## src/rtl/xxh_pkg.sv

```systemverilog
// Package: XXH64 constants, types and helper functions.
`timescale 1ns / 1ps
package xxh_pkg;
    localparam logic [63:0] PRIME1 = 64'd11400714785074694791;
    localparam logic [63:0] PRIME2 = 64'd14029467366897019727;
    localparam logic [63:0] PRIME3 = 64'd1609587929392839161;
    localparam logic [63:0] PRIME4 = 64'd9650029242287828579;
    localparam logic [63:0] PRIME5 = 64'd2870177450012600261;
    localparam int LENGTH_BITS = 64;
    localparam int QUEUE_DEPTH = 2;
    localparam logic [0:0] ADDR_SEED = 1'b0;

    // One classified word as it travels from front to back.
    typedef struct packed {
        logic [63:0] word;
        logic [3:0]  nbytes;
        logic        last;
        logic        stripe;
    } t_item;

    function automatic logic [63:0] rotl(input logic [63:0] x, input int r);
        rotl = (x << r) | (x >> (64 - r));
    endfunction
endpackage

```

## src/rtl/xxh_front.sv

```systemverilog
// Front end: accepts words, clamps byte counts and tags stripe completion.
`timescale 1ns / 1ps
module xxh_front import xxh_pkg::*; (
    input  logic        i_clk,
    input  logic        i_rst_n,
    input  logic        i_restart,
    input  logic        i_valid,
    output logic        o_ready,
    input  logic [63:0] i_data_word,
    input  logic [3:0]  i_valid_bytes,
    input  logic        i_last_word,
    output logic        o_valid,
    input  logic        i_ready,
    output t_item       o_item
);
    t_item r_q [QUEUE_DEPTH];
    logic [0:0] r_wp, r_rp;
    logic [1:0] r_cnt, n_cnt;
    logic [1:0] r_pos, n_pos;
    logic       push, pop;
    t_item      in_item;
    logic [3:0] nb;

    assign o_ready = (r_cnt != 2'(QUEUE_DEPTH));
    assign o_valid = (r_cnt != 2'd0);
    assign o_item  = r_q[r_rp];
    assign push    = i_valid && o_ready;
    assign pop     = o_valid && i_ready;

    always_comb begin
        nb = i_last_word ? ((i_valid_bytes > 4'd8) ? 4'd8 : i_valid_bytes) : 4'd8;
        in_item.word   = i_data_word;
        in_item.nbytes = nb;
        in_item.last   = i_last_word;
        in_item.stripe = (nb == 4'd8) && (r_pos == 2'd3);
        n_pos = r_pos;
        if (push) begin
            n_pos = i_last_word ? 2'd0 : r_pos + 2'd1;
        end
        n_cnt = r_cnt + {1'b0, push} - {1'b0, pop};
    end

    always_ff @(posedge i_clk) begin
        if (!i_rst_n || i_restart) begin
            r_wp  <= '0;
            r_rp  <= '0;
            r_cnt <= '0;
            r_pos <= '0;
        end else begin
            r_cnt <= n_cnt;
            r_pos <= n_pos;
            if (push) r_wp <= r_wp + 1'b1;
            if (pop)  r_rp <= r_rp + 1'b1;
        end
        if (push) r_q[r_wp] <= in_item;
    end

`ifndef NO_ASSERTIONS
    a_cnt_range: assert property (@(posedge i_clk) disable iff (!i_rst_n)
        r_cnt <= 2'(QUEUE_DEPTH)) else $error("queue count overflow");
    a_no_push_full: assert property (@(posedge i_clk) disable iff (!i_rst_n)
        r_cnt == 2'(QUEUE_DEPTH) |-> !push) else $error("push into full queue");
    a_pos_reset: assert property (@(posedge i_clk) disable iff (!i_rst_n || i_restart)
        push && i_last_word |=> r_pos == 2'd0) else $error("position not cleared");
`endif
endmodule

```

## config.mk

```make
export PLATFORM = sky130hd
export DESIGN_NAME = xxh_front
export DESIGN_NICKNAME = d
export VERILOG_FILES = /design/src/rtl/xxh_pkg.sv /design/src/rtl/xxh_front.sv
export SDC_FILE = /design/constraint.sdc
export NUM_CORES = 1
export LEC_CHECK = 0
export CORE_MARGIN = 2
export CORE_UTILIZATION = 60
export CTS_CLUSTER_SIZE = 24
export DETAILED_ROUTE_END_ITERATION = 16
export DONT_BUFFER_PORTS = 1
export GPL_TIMING_DRIVEN = 0
export HOLD_SLACK_MARGIN = 0.05
export PLACE_DENSITY = 0.76
export SLEW_MARGIN = 15
export SYNTH_ARGS = -nofsm -noshare
export SYNTH_HDL_FRONTEND = slang
export SYNTH_SLANG_ARGS = --single-unit
export TNS_END_PERCENT = 30
```

## constraint.sdc

```tcl
create_clock -name i_clk -period 3.1 [get_ports i_clk]
set_input_delay 0.465 -clock i_clk [delete_from_list [all_inputs] [get_ports i_clk]]
set_output_delay 0.465 -clock i_clk [all_outputs]
set_load 0.01 [all_outputs]
```

==> results of run 1 <==
==> synth_stat cells <==
cell	instances	area [sq um]
nor3_1	1	5.00
ha_1	3	37.5
nand2_1	1	3.75
buf_2	8	40.0
nand4b_1	1	8.76
or2_2	1	6.26
nor2b_1	2	12.5
dfxtp_1	7	140
edfxtp_1	140	4200
or3_1	1	6.26
nand2b_1	1	6.26
mux2_1	8	90.1
or4_1	1	7.51
inv_2	1	3.75
a21oi_1	3	15.0
and3_2	1	7.51
xnor2_1	1	8.76
nor2b_4	1	13.8
inv_1	5	18.8
and2_1	4	25.0
xor2_1	1	8.76
nor2_1	4	15.0
o21a_1	1	7.51
mux2_2	62	698
o21ai_0	3	15.0
==> repair_timing <==
item	in CTS	in global routing
setup endpoints to repair	0	0
hold buffers	65	0
hold endpoints to repair	130	0
resized for setup	0	0
==> registers in the layout (all words and copies together) (netlist names), named ones only <==
signal  count
r_cnt       2
r_pos       2
r_q       140
r_rp        1
r_wp        1
==> per-layer routing <==
| layer | vias up | part of all wire |
|---|---|---|
| li1 | 1190 | - |
| met1 | 1284 | 0.38 |
| met2 | 110 | 0.53 |
| met3 | 17 | 0.062 |
| met4 | 0 | 0.020 |
| met5 | - | 0 |
==> cell families (layout without fill, tap and decap cells) <==
family,after synthesis,count (layout),share of synthesized area
compound gates,7,7,0.00694
xor+xnor,2,2,0.00324
fa+ha+maj,3,3,0.00695
buf+inv,14,113,0.0116
flops,147,147,0.804
mux,70,70,0.146
simple gates,19,19,0.0218
==> how the worst max path moves through the flow <==
stage / start / to / slack (ps) / depth (start not counted)
floorplan: i_valid / r_q[0][0] / 450 / 3
global placement: i_valid / r_q[0][67] / -250 / 3
detailed placement: i_valid / r_q[0][67] / 1260 / 4
CTS: flop / o_item[37] / 860 / 3
global route: flop / o_item[41] / 820 / 3
finish: flop / o_item[41] / 900 / 3
==> metrics by stage <==
step                TNS [ps]  cell area (sq um)  hold slack (ps)
finish                     0               6810              161
global route               0               6810              143
CTS                        0               6810              134
detailed placement         0               5600              484
global placement      -17470               5540              463
floorplan                  0               5410              453
==> power breakdown <==
group          switching, W  leakage [nW]  internal (W)
clock network      0.000773         0.263       0.00110
logic              0.000157         0.710      0.000132
registers         0.0000212          1.37       0.00228
total              0.000951          2.34       0.00351
==> layout make-up <==
cell class	instances	area [sq um]	area share
sequential	147	4340	0.638
tap	108	135	0.0198
multi-input combinational	101	1000	0.147
timing repair buffer	67	706	0.104
clock buffer	20	435	0.0639
buffer	8	40.0	0.00588
clock inverter	12	123	0.0180
inverter	6	25.0	0.00367
==> out/results.txt, run 1 <==
Status: finished, final reports clean
Worst path slowest cell: mux2_2
Pwr Density: 655 nW/um^2
Global-route wire length before repair: 14,500 microns
Die area: 9780 sq um
Hold Startpoint: i_valid
DRC viols: 0
CP Buf/Inv Count: 2
Top cell by count, worst path: buf_2
Commonest cells after routing, fill and taps aside: edfxtp_1 (140), dlygate4sd3_1 (65), mux2_2 (62)
Crit path kind: flop to output port
Post-synthesis sequential area ratio: 0.804
Clk_skew: 7.72 ps
Core box area: 8720 sq um
Vias: 2,601
Tot Pwr: 0.00446 W
Post-Syn Instances: 262
Port bufs: 0
CP arrival: 1730 ps
Hold path depth: 2
Post-synthesis cell type count: 25
R2r setup slk: 1300 ps
HPWL after DPL: 5640 microns
Area growth syn-to-layout: 26.0%
M2 GR Usage: 0.347
Slew @ Worst Pin: 348 ps
Die X: 98.9 microns
Synth Register Bits: 147
Clock Latency Late Sink: 500 ps
Share of cells above drive strength 1: 0.296
RSZ-0062 raised after global routing: false
Final WL: 9530 microns
Relative slew slack: 0.768
Initial antenna violation count: 0
Clk root buf: clkbuf_8
# IOs: 146
Fill cells: 465
TritonCTS buffer count: 17
Final setup viols: 0
Initial DRC count: 87
Ys Warns: 0
Period utilization: 0.709
Placed instance count: 372
Synth Net Count: 339
R2R cell count: 4
Routability cong.: 0.698
Via density: 5.55
Max incr delay on CP: 430 ps
Leakage: 2.34 nW
Number of global-route vias before repair: 2,844
Tmin final: 2200 ps
Final hold viol count: 0
Largest net degree at the start of global routing: 52
Initial Util: 0.620
Critical R2R Capture: r_q[0][17]
Avg Inst Size Synth: 20.6 sq um
Area of the mapped netlist: 5410 sq um
Fin. max-slew vios: 0
Critical path capture point type: output port
Grt peak-use layer: met2
GR Util met1: 0.226
Clk buf depth: 2
DP Worst Slack: 1260 ps
Postcts setup bufs: 0
CP cell instances: buf_2, buf_2, mux2_2
Worst EP required: 2630 ps
Layout Utilization: 0.781
DRT Pass-1 Iters: 4
Worst flop-to-flop path startpoint: r_cnt[1]
# clock sinks: 147
Global Route met3 Usage: 0.0610
# diodes: 0
Startpoint Class: flop
Max Freq: 455 MHz
Hold endpoint: r_pos[1]
Final ANT Viol Nets: 0
Most common cell after layout, fill and taps aside: edfxtp_1
Max Cap Violations: 0
Delay-heaviest family, CP: buffers and inverters
Hold Path Class: input pin to flop
Clock Pin Slew Worst Setup and Hold Paths: 60 ps
Final non-filler cell total: 469
Final WS setup: 903 ps
Overflow after GRT: 0
Global Route Usage Sum: 0.198
Max VDD drop: 0.000438 V
Drt wl/cell: 20.3 microns
Die Ht: 98.9 microns
Crit path max fanout: 10
TritonCTS clock tree: done
Layout Nets: 425
Rows: 34
H-tree depth: 4
Power figures use the tool's default switching activity.
==> run 2, diff against run 1 <==
==> constraint.sdc (replaced) <==
create_clock -name i_clk -period 2.1 [get_ports i_clk]
set_input_delay 0.315 -clock i_clk [delete_from_list [all_inputs] [get_ports i_clk]]
set_output_delay 0.315 -clock i_clk [all_outputs]
set_load 0.01 [all_outputs]
==> run 2 against run 1 <==
Sequential cell count is the same. Routed wire length increased by 3.6%. Global-route usage increased by 0.94 points. Non-clock buffer count grew 6. Cell count up 1.3%. Sequential share of layout area shrank 0.74 points. Sequential power up 47%. Die area did not move. Count of clock-buffer cells in the layout fell by 2.
==> out/results.txt, run 2 (same netlist as run 1, synthesis figures left out) <==
Clock Pin Slew Worst Setup and Hold Paths: 60 ps
Final WL: 9880 microns
Critical path capture point type: output port
Fill cells: 437
Final setup viols: 0
TritonCTS clock tree: done
Fin. max-slew vios: 0
DRT Pass-1 Iters: 6
Layout Nets: 431
Clk root buf: clkbuf_8
Vias: 2,642
TritonCTS buffer count: 17
Via density: 5.56
DRC viols: 0
Routability cong.: 0.671
Final WS setup: 102 ps
Die area: 9780 sq um
Port bufs: 0
FF/Latch Area: 4340 sq um
Status: finished, final reports clean
Leakage: 2.37 nW
# diodes: 0
Crit path kind: flop to output port
Initial antenna violation count: 0
Top cell by count, worst path: buf_2
Worst flop-to-flop path startpoint: r_cnt[0]
Clk_skew: 10.9 ps
Tmin final: 2000 ps
Slew @ Worst Pin: 399 ps
# IOs: 146
HPWL after DPL: 5890 microns
Startpoint Class: flop
Area of the multi-input gates: 1000 sq um
Global Route Usage Sum: 0.207
Die Ht: 98.9 microns
Initial DRC count: 129
Final non-filler cell total: 475
Tot Pwr: 0.00670 W
Max VDD drop: 0.000564 V
Commonest cells after routing, fill and taps aside: edfxtp_1 (140), dlygate4sd3_1 (70), mux2_2 (62)
Crit path max fanout: 10
CP cell instances: buf_2, buf_2, mux2_2
H-tree depth: 4
Relative slew slack: 0.734
Setup_tns: 0 ps
Drt wl/cell: 20.8 microns
Worst EP required: 1780 ps
Overflow after GRT: 0
Hold Startpoint: i_valid
Core box area: 8720 sq um
Max Freq: 501 MHz
Largest net degree at the start of global routing: 46
Max reg flops: 140
Most common cell after layout, fill and taps aside: edfxtp_1
Period utilization: 0.951
CP arrival: 1680 ps
Die X: 98.9 microns
Global-route wire length before repair: 15,000 microns
Final ANT Viol Nets: 0
Clock Latency Late Sink: 510 ps
Clk buf depth: 2
Max Cap Violations: 0
DP Worst Slack: 306 ps
Pwr Density: 973 nW/um^2
Area growth syn-to-layout: 27.5%
Max incr delay on CP: 410 ps
Final hold slack: 86.4 ps
Final hold viol count: 0
Hold Path Class: input pin to flop
Worst path slowest cell: mux2_2
Top flop regs: r_q x140, r_cnt x2, r_pos x2
Placed instance count: 373
Share of cells above drive strength 1: 0.294
# clock sinks: 147
Initial Util: 0.620
Largest register by flop count: r_q
Rows: 34
Number of global-route vias before repair: 2,837
RSZ-0062 raised after global routing: false
==> run 2: metrics by stage <==
stage                     utilization  instance area [sq um]
after global routing            0.790                   6890
after floorplan                     -                   5410
after detailed placement        0.644                   5620
after CTS                       0.790                   6890
final                           0.790                   6890
after global placement          0.636                   5540
==> run 2: path summary, 6_finish.rpt <==
check                to  slack [ps]  cells past startpoint
min            r_pos[0]          90                      3
max          o_item[34]         100                      3
max reg2reg  r_q[1][13]         280                      4
min reg2reg    r_pos[1]         500                      2
==> run 2: worst max-delay path: cells and delay by family, from the launching register on <==
| kind | cells | cell delay [ps] |
|---|---|---|
| buffers and inverters | 2 | 460 |
| multiplexers | 1 | 410 |
| flip-flops | 1 | 300 |
==> run 2: layer usage <==
| metal | GRT usage | vias to the layer above | wire (microns) |
|---|---|---|---|
| li1 | - | 1208 | - |
| met1 | 0.229 | 1308 | 3730 |
| met3 | 0.0794 | 14 | 739 |
| met5 | 0 | - | 0 |
| met4 | 0.0832 | 0 | 158 |
| met2 | 0.361 | 112 | 5250 |
==> run 2: report_power, final <==
part	leakage, nW	internal [W]	switching, W
sequential	1.37	0.00336	0.0000325
combinational	0.731	0.000205	0.000236
clock	0.274	0.00170	0.00116
total	2.37	0.00527	0.00143
==> run 2: timing repair <==
| item | 4_1_cts | 5_1_grt |
|---|---|---|
| resized for setup | 0 | 1 |
| endpoints found under the hold margin | 140 | 0 |
| setup buffers | 0 | 0 |
| hold buffers | 70 | 0 |
| setup endpoints to repair | 0 | 10 |
==> run 2: layout make-up <==
class	count	area share
inverters	6	0.00381
clock buffers	18	0.0607
repair buffers	73	0.111
well taps	108	0.0196
multi-input cells	101	0.145
plain buffers	8	0.00617
flip-flops and latches	147	0.630
clock inverters	14	0.0223
