===== src/rtl/xxh_pkg.sv =====
// Package: XXH64 constants, types and helper functions.
`timescale 1ns / 1ps
package xxh_pkg;
    localparam logic [63:0] PRIME1 = 64'd11400714785074694791;
    localparam logic [63:0] PRIME2 = 64'd14029467366897019727;
    localparam logic [63:0] PRIME3 = 64'd1609587929392839161;
    localparam logic [63:0] PRIME4 = 64'd9650029242287828579;
    localparam logic [63:0] PRIME5 = 64'd2870177450012600261;
    localparam int LENGTH_BITS = 64;
    localparam int QUEUE_DEPTH = 2;
    localparam logic [0:0] ADDR_SEED = 1'b0;

    // One classified word as it travels from front to back.
    typedef struct packed {
        logic [63:0] word;
        logic [3:0]  nbytes;
        logic        last;
        logic        stripe;
    } t_item;

    function automatic logic [63:0] rotl(input logic [63:0] x, input int r);
        rotl = (x << r) | (x >> (64 - r));
    endfunction
endpackage


===== src/rtl/xxh_cfg.sv =====
// APB register block holding the seed.
`timescale 1ns / 1ps
module xxh_cfg import xxh_pkg::*; (
    input  logic        i_clk,
    input  logic        i_rst_n,
    input  logic        psel,
    input  logic        penable,
    input  logic        pwrite,
    input  logic [0:0]  paddr,
    input  logic [63:0] pwdata,
    output logic [63:0] prdata,
    output logic        pready,
    output logic [63:0] o_seed,
    output logic        o_restart
);
    logic [63:0] r_seed;
    assign pready    = 1'b1;
    assign o_restart = psel && penable && pwrite && (paddr == ADDR_SEED);
    assign prdata    = (paddr == ADDR_SEED) ? r_seed : 64'd0;
    assign o_seed    = o_restart ? pwdata : r_seed;
    always_ff @(posedge i_clk) begin
        if (!i_rst_n) r_seed <= '0;
        else if (o_restart) r_seed <= pwdata;
    end
endmodule


===== config.mk =====
export PLATFORM = sky130hd
export DESIGN_NAME = xxh_cfg
export DESIGN_NICKNAME = d
export VERILOG_FILES = /design/src/rtl/xxh_pkg.sv /design/src/rtl/xxh_cfg.sv
export SDC_FILE = /design/constraint.sdc
export NUM_CORES = 1
export LEC_CHECK = 0
export ABC_AREA = 1
export ABC_CLOCK_PERIOD_IN_PS = 1000
export BUFFER_PORTS_ARGS = -buffer_cell sky130_fd_sc_hd__buf_4
export CORE_AREA = 2 2 95 107
export CTS_BUF_LIST = sky130_fd_sc_hd__clkbuf_4 sky130_fd_sc_hd__clkbuf_8
export DETAILED_ROUTE_END_ITERATION = 10
export DIE_AREA = 0 0 97 109
export GPL_TIMING_DRIVEN = 1
export PLACE_DENSITY = 0.8
export SKIP_CTS_REPAIR_TIMING = 1
export SLEW_MARGIN = 15
export SYNTH_ARGS = -nofsm -noshare
export SYNTH_HDL_FRONTEND = slang
export SYNTH_SLANG_ARGS = --single-unit

===== constraint.sdc =====
create_clock -name i_clk -period 1 [get_ports i_clk]
set_clock_uncertainty 0.1 [all_clocks]
set_input_delay 0 -clock i_clk [delete_from_list [all_inputs] [get_ports i_clk]]
set_output_delay 0 -clock i_clk [all_outputs]
set_load 0.01 [all_outputs]

==> results.cfg, run 1 <==
[status]
status = finished with violations
failed_checks = negative hold slack, negative setup slack

[drt]
ant_nets = 0
drt_first_pass_iters = 4
drt-initial-drc-count = 170
routedWlPerCell_um = 11.8
viasPerCell = 4.42
route.detailed.drc = 0
vias = 4220
drt-total-wl_um = 11200

[power_and_ir_drop]
peakVddDrop_v = 0.000750
powerDensity_nw_per_um2 = 1100
p_leak_uw = 0.00371

[grt]
grt_pass1_vias = 3422
grt_remaining_overflow = 0
track_usage_pct = 18.2
antenna_found_initial = 0
grt_pass1_wl_um = 15800
grt_max_degree = 38

[final_layout]
fin_area_um2 = 5960
final_util_pct = 62.4
largest_register_ffs = 64
fin_nets = 899
n_antenna_cell = 0
area_delta_synth_final_pct = 68.7
regMostFlops = r_seed
layout-drive-gt1-share_pct = 51.4
reg_top3 = r_seed (64)

[floorplan]
die_h_um = 109
core_um2 = 9560
ioPinCount = 200
num_rows = 38
start_util_pct = 37.0
die-area_um2 = 10600
die_w_um = 97

[yosys]
async_flop_share_pct = 0
synth_area_leaders = dfxtp_1 (36%), inv_1 (21%), nand2_1 (14%)
synth_cell_types = 11
yosysTopAreaCellShare_pct = 36.3
synth_top_cells_by_count = inv_1 (195), nand2_1 (130), nor2_1 (129)
netlist_instances = 619
yosys_most_used_dff = dfxtp_1
avgSynthCellArea_um2 = 5.71
yosysMostFrequentCell = inv_1
synth_edf_count = 0
synth-seq-cells = 64
ys_seq_area_share_pct = 36.3
yosysWarningCount = 0
synthesis.area_um2 = 3530
yosys.area.top_type = dfxtp_1
syn_nets = 689

[sta]
post-route-period-util_pct = 112
slew_viol_final = 0
fin_hold_ws_ns = -0.103
setup_ws_ns = -0.124
max_freq_mhz = 890
rsz0062_at_grt = yes
final-setup-viol-count = 84
hold_viol_final = 43
final.min_clock_period_ns = 1.12

[cts]
cts_buffers = 9
path_clk_slew_ns = 0.08
cts-root-buf = clkbuf_8
cts_buffer_depth = 2
worst_skew_pair.late_latency_ns = 0.34
ctsHtreeMaxLevel = 3
cts_sinks = 64
cts_tree = yes

[setup_path]
r2r_start = r_seed[45]
endpoint_kind = primary output
path_cells = inv_2 > nand2_1 > nand2_2 > inv_1 > buf_4
max_stage_delay_ns = 0.32
cp_data_required_time_ns = 0.90
timing.critical_path.max_delay_family = flip-flops
startpoint_type = flip-flop
regToRegSetupSlack_ns = 0.10
cp.arrival_ns = 1.02
worst-path-buf-inv = 3
worstSetupPathType = flip-flop to primary output
path_max_fanout = 2
slowest_stage = dfxtp_2
critical_path.startpoint = r_seed[37]

[place]
finalWeightedCongestion = 0.894
dp_slack_ns = -0.110
dpl-instance-area_um2 = 5130
dp_hpwl_um = 7210
port_buffers = 198

[worst_hold_path]
holdCritPathClass = input port to flip-flop
min_from = pwdata[5]

[run]
drv_cap = 0
-- worst register-to-register path, cell delays in order (launching register included) --
cell,delay (ns)
dfxtp_2,0.33
inv_2,0.03
nand2_1,0.07
nand2_2,0.08
buf_4,0.13
nor2_1,0.08
-- power by group --
part	switching [uW]	leakage (uW)	internal, uW
combinational	800	0.00307	789
sequential	33.1	0.000541	2650
clock	1030	0.000101	1280
total	1860	0.00371	4720
-- cell usage in the layout, fill, tap and decap left out, types with 11 or more instances in the layout --
cell,netlist,final
buf_4,7,170
dfxtp_1,64,20
nand3_1,64,64
nand2_2,0,38
inv_1,195,126
clkbuf_8,0,11
inv_2,1,69
buf_6,6,57
nand2_1,130,92
nor2_1,129,101
dfxtp_2,0,44
nor2_2,0,24
-- worst paths after layout --
kind,endpoint,cells after the start
worst max register to register,r_seed[45],5
worst min register to register,r_seed[17],4
worst max-delay path,o_seed[37],5
worst min-delay path,r_seed[5],5
-- layout make-up --
| type | instances | area, um2 |
|---|---|---|
| timing repair buffer | 234 | 2050 |
| clock buffer | 11 | 151 |
| inverter | 196 | 738 |
| tap | 120 | 150 |
| clock inverter | 5 | 55.1 |
| multi-input combinational | 324 | 1480 |
| fill | 896 | 3600 |
| sequential | 64 | 1340 |
-- kinds of logic after synthesis --
kind of cell	synth area share (%)
buffers and inverters	27.1
DFF	36.3
other	0.106
and+or+nand+nor	36.6
-- per-layer routing --
layer  part of all wire (%)  vias up  global-route usage [%]  wire length (um)
met5                      0        -                       0                 0
met4                    1.3        0                    5.73               151
met3                    7.0       12                    6.03               788
met2                     51      157                    31.0              5700
met1                     41     1914                    22.0              4580
li1                       -     2137                       -                 -
-- stage by stage --
stage	std cells	setup TNS (ns)	total power, uW
after global placement	915	-4.81	4020
after global routing	954	-14.39	6910
after CTS	931	-9.05	6340
after floorplan	619	0	3370
after detailed placement	915	-6.97	4030
final	954	-6.47	6580
Power figures use the tool's default switching activity.
==> inputs of run 2 (changes only) <==
--- a/config.mk
+++ b/config.mk
@@ -14,7 +14,6 @@
 export DIE_AREA = 0 0 97 109
 export GPL_TIMING_DRIVEN = 1
 export PLACE_DENSITY = 0.8
-export SKIP_CTS_REPAIR_TIMING = 1
 export SLEW_MARGIN = 15
 export SYNTH_ARGS = -nofsm -noshare
 export SYNTH_HDL_FRONTEND = slang
==> results.cfg, run 2 (same netlist as run 1, synthesis figures left out) <==
[status]
status = finished with violations
failed_checks = negative hold slack, negative setup slack

[final_layout]
final_cell_mix = buf_4 (190), inv_1 (105), buf_6 (95), inv_2 (91), nor2_1 (79)
final_util_pct = 69.8
final_common_cell = buf_4
fin_area_um2 = 6670
nFillCells = 761
n_antenna_cell = 0
fin_nets = 957
area_delta_synth_final_pct = 88.7
largest_register_ffs = 64
reg_top3 = r_seed (64)
regMostFlops = r_seed
layout-drive-gt1-share_pct = 62.3

[sta]
fin_hold_ws_ns = -0.101
final-setup-viol-count = 109
max_freq_mhz = 861
rsz0062_at_grt = yes
setup_ws_ns = -0.161
post-route-period-util_pct = 116
slew_viol_final = 0
hold_viol_final = 19
final.min_clock_period_ns = 1.16

[grt]
grt_pass1_wl_um = 19400
track_usage_pct = 22.6
grt_remaining_overflow = 0
grt_pass1_vias = 4339
antenna_found_initial = 0
grt_max_degree = 38

[power_and_ir_drop]
p_leak_uw = 0.00397
peakVddDrop_v = 0.000722
powerDensity_nw_per_um2 = 1040

[run]
drv_cap = 0

[drt]
vias = 4563
drt_first_pass_iters = 4
ant_nets = 0
drt-total-wl_um = 13200
drt-initial-drc-count = 209
viasPerCell = 4.51
route.detailed.drc = 0
routedWlPerCell_um = 13.1

[cts]
cts_buffers = 9
worst_skew_pair.late_latency_ns = 0.34
cts_tree = yes
cts_hold_buf = 1
ctsHtreeMaxLevel = 3
path_clk_slew_ns = 0.08
cts-root-buf = clkbuf_8
cts_sinks = 64
cts_buffer_depth = 2

[place]
finalWeightedCongestion = 0.894
port_buffers = 198
dpl-instance-area_um2 = 5130
dp_hpwl_um = 7210

[floorplan]
ioPinCount = 200
num_rows = 38
start_util_pct = 37.0
die-area_um2 = 10600
core_um2 = 9560
die_w_um = 97
die_h_um = 109

[worst_hold_path]
min_path_cells = 5
holdCritPathClass = input port to flip-flop

[setup_path]
endpoint_kind = primary output
cp_data_required_time_ns = 0.90
cp.arrival_ns = 1.06
startpoint_type = flip-flop
reg2reg_depth = 7
path_max_fanout = 2
worstSetupPathType = flip-flop to primary output
[run 2: cell type report]
cell class	instances	area, um2	share of cell area, %
Clock inverter	5	55.1	0.826
Clock buffer	11	151	2.27
Tap cell	120	150	2.25
Timing Repair Buffer	292	2630	39.4
Inverter	196	736	11.0
Sequential cell	64	1340	20.2
Multi-Input combinational cell	324	1610	24.1
[run 2: path summary, 6_finish.rpt]
path / endpoint / slack (ns) / startpoint
hold / removal: r_seed[35] / -0.10 / pwdata[35]
hold reg to reg: r_seed[53] / 0.45 / r_seed[53]
setup / recovery: o_seed[7] / -0.16 / r_seed[7]
setup reg to reg: r_seed[49] / -0.12 / r_seed[49]
[run 2: timing repair]
action | CTS | global route
resized for setup | 86 | 262
pin swaps | 61 | 78
endpoints found under the setup margin | 124 | 156
setup buffers | 99 | 7
hold endpoints to repair | 51 | 19
[run 2: metrics by stage]
stage / instances / setup WS, ns / TNS (ns) / total power [uW]
after floorplan: 619 / 0.136 / 0 / 3370
after global placement: 915 / -0.0786 / -4.81 / 4020
after detailed placement: 915 / -0.110 / -6.97 / 4030
after CTS: 1031 / -0.134 / -9.85 / 6800
after global routing: 1012 / -0.207 / -15.71 / 7260
final: 1012 / -0.161 / -7.86 / 6950
[run 2: per-layer routing]
metal | part of all wire, % | vias up | global-route usage [%]
met5 | 0 | - | 0
met4 | 3.0 | 0 | 9.26
met3 | 6.3 | 34 | 6.09
met2 | 53 | 185 | 41.3
met1 | 37 | 2093 | 25.0
li1 | - | 2251 | -
[run 2: worst max-delay path, cell delays in order, from the launching register on]
cell	delay, ns
dfxtp_2	0.32
inv_2	0.06
nand2_1	0.06
nand2_1	0.10
inv_1	0.07
buf_6	0.12
[run 2: report_power, final]
| part | internal (uW) | total [uW] | switching, uW |
|---|---|---|---|
| Clock | 1280 | 2340 | 1060 |
| Combinational | 1000 | 1930 | 925 |
| Sequential | 2650 | 2690 | 35.7 |
==> inputs of run 3 (changes only) <==
--- a/config.mk
+++ b/config.mk
@@ -5,15 +5,15 @@
 export SDC_FILE = /design/constraint.sdc
 export NUM_CORES = 1
 export LEC_CHECK = 0
-export ABC_AREA = 1
+export ABC_AREA = 0
 export ABC_CLOCK_PERIOD_IN_PS = 1000
 export BUFFER_PORTS_ARGS = -buffer_cell sky130_fd_sc_hd__buf_4
-export CORE_AREA = 2 2 95 107
+export CORE_AREA = 2 2 99 111
 export CTS_BUF_LIST = sky130_fd_sc_hd__clkbuf_4 sky130_fd_sc_hd__clkbuf_8
 export DETAILED_ROUTE_END_ITERATION = 10
-export DIE_AREA = 0 0 97 109
+export DIE_AREA = 0 0 101 113
 export GPL_TIMING_DRIVEN = 1
-export PLACE_DENSITY = 0.8
+export PLACE_DENSITY = 0.79
 export SLEW_MARGIN = 15
 export SYNTH_ARGS = -nofsm -noshare
 export SYNTH_HDL_FRONTEND = slang
==> results.cfg, run 3 <==
[status]
status = finished with violations
failed_checks = negative setup slack

[floorplan]
start_util_pct = 37.6
num_rows = 39
core_um2 = 10200
die_h_um = 113
die_w_um = 101
die-area_um2 = 11400
ioPinCount = 200

[power_and_ir_drop]
peakVddDrop_v = 0.000553
p_leak_uw = 0.00335
powerDensity_nw_per_um2 = 881

[drt]
drt-total-wl_um = 14100
viasPerCell = 5.01
drt-initial-drc-count = 101
route.detailed.drc = 0
ant_nets = 0
drt_first_pass_iters = 4
vias = 4076
routedWlPerCell_um = 17.3

[yosys]
yosysMostFrequentCell = nand2_1
synth_area_leaders = dfxtp_1 (33%), mux2_2 (18%), mux2i_1 (17%)
syn_nets = 493
yosys_most_used_dff = dfxtp_1
yosys.area.top_type = dfxtp_1
synth-seq-cells = 64
ys_seq_area_share_pct = 33.3
avgSynthCellArea_um2 = 9.10
netlist_instances = 423
yosysWarningCount = 0
synth_top_cells_by_count = nand2_1 (128), dfxtp_1 (64), mux2i_1 (64), nor2b_1 (64), mux2_2 (63)
yosysTopAreaCellShare_pct = 33.3
async_flop_share_pct = 0
synthesis.area_um2 = 3850
synth_cell_types = 14
synth_edf_count = 0

[final_layout]
layout-drive-gt1-share_pct = 57.2
fin_area_um2 = 7300
area_delta_synth_final_pct = 89.8
final_util_pct = 71.3
largest_register_ffs = 64
reg_top3 = r_seed (64)
n_antenna_cell = 0
fin_nets = 755
nFillCells = 655
final_common_cell = nand2_1
regMostFlops = r_seed
final_cell_mix = nand2_1 (128), buf_4 (115), buf_6 (93)

[cts]
cts_buffers = 9
worst_skew_pair.late_latency_ns = 0.32
cts_buffer_depth = 2
cts_tree = yes
path_clk_slew_ns = 0.07
ctsHtreeMaxLevel = 3
cts_sinks = 64
cts-root-buf = clkbuf_8

[sta]
rsz0062_at_grt = yes
final.min_clock_period_ns = 1.19
post-route-period-util_pct = 119
setup_ws_ns = -0.195
timing.slew.headroom_pct = 50.0
slew_viol_final = 0
max_freq_mhz = 837
hold_viol_final = 0
final-setup-viol-count = 128
tightest_slew_ns = 0.750

[setup_path]
critical_path.startpoint = paddr
cp_data_required_time_ns = 0.90
path_max_fanout = 9
worstSetupPathType = input port to primary output
cp.arrival_ns = 1.09
endpoint_kind = primary output
startpoint_type = input port
r2r_start = r_seed[58]

[grt]
grt_max_degree = 69
grt_remaining_overflow = 0
grt_pass1_wl_um = 21100
grt_pass1_vias = 4285
track_usage_pct = 23.1
antenna_found_initial = 0

[worst_hold_path]
min_from = i_rst_n
holdCritPathClass = input port to flip-flop

[place]
port_buffers = 198
dpl-instance-area_um2 = 5350
finalWeightedCongestion = 0.723
dp_hpwl_um = 7460

[run]
drv_cap = 0
-- run 3: changes by cell type in the layout (fill, tap and decap cells not counted), moves of 38 or more --
cell / change
inv_1: -105
inv_2: -91
nor2_1: -79
buf_4: -75
mux2i_1: +64
nand3_1: -64
dlygate4sd3_1: +63
mux2_4: +63
nand2_2: -58
nand2_1: +56
nor2_2: -42
nor2b_1: +38
-- run 3: cell families after synthesis --
group                  Yosys count  share of synthesized area, %
buffers and inverters           37                          7.74
flip-flops                      64                          33.3
multiplexers                   128                          35.4
other                            1                        0.0974
AND/OR/NAND/NOR                193                          23.5
-- run 3: final cells by class --
class	count	area, um2	area share [%]
Inverter	1	6.26	0.0856
Timing Repair Buffer	287	2880	39.4
Multi-Input combinational cell	322	2700	37.0
Sequential cell	64	1360	18.6
Clock inverter	5	55.1	0.754
Clock buffer	11	151	2.07
Tap cell	123	154	2.11
-- run 3: path summary, 6_finish.rpt --
kind / cells after the start / slack (ns) / endpoint
setup / recovery: 6 / -0.19 / o_seed[59]
hold / removal: 4 / 0.07 / r_seed[40]
setup reg to reg: 3 / 0.14 / r_seed[58]
hold reg to reg: 2 / 0.37 / r_seed[0]
-- run 3: timing repair --
action,CTS,global route
hold endpoints to repair,64,0
setup endpoints to repair,129,128
gates resized for setup,232,42
setup buffers,9,0
cloned,3,1
pin swaps,0,0
hold buffers,64,0
-- run 3: routing by layer --
layer	global-route usage, %	share of wire (%)	vias up
li1	-	-	1904
met1	25.6	39	1949
met2	41.8	53	183
met3	4.26	5.3	40
met4	11.3	3.0	0
met5	0	0	-
-- run 3: power breakdown --
part	internal, uW	switching, uW	leakage, uW
registers	2620	48.4	0.000549
clock network	1280	988	0.000101
logic	895	611	0.00270
-- run 3: stage by stage --
step | hold WS (ns) | setup slack [ns] | std cells | power (uW) | TNS [ns]
finish | 0.0746 | -0.195 | 813 | 6440 | -14.28
global route | 0.0810 | -0.215 | 813 | 6680 | -19.21
CTS | 0.0540 | -0.174 | 812 | 6420 | -14.53
detailed placement | 0.175 | -0.263 | 720 | 3700 | -24.54
global placement | 0.166 | -0.184 | 720 | 3680 | -19.39
floorplan | 0.0421 | 0.0221 | 423 | 3210 | 0
-- run 3: worst max-delay path, cell delays in order --
cell	delay (ns)
buf_6	0.09
nand4b_4	0.19
buf_12	0.19
clkbuf_16	0.17
mux2_4	0.32
buf_6	0.12
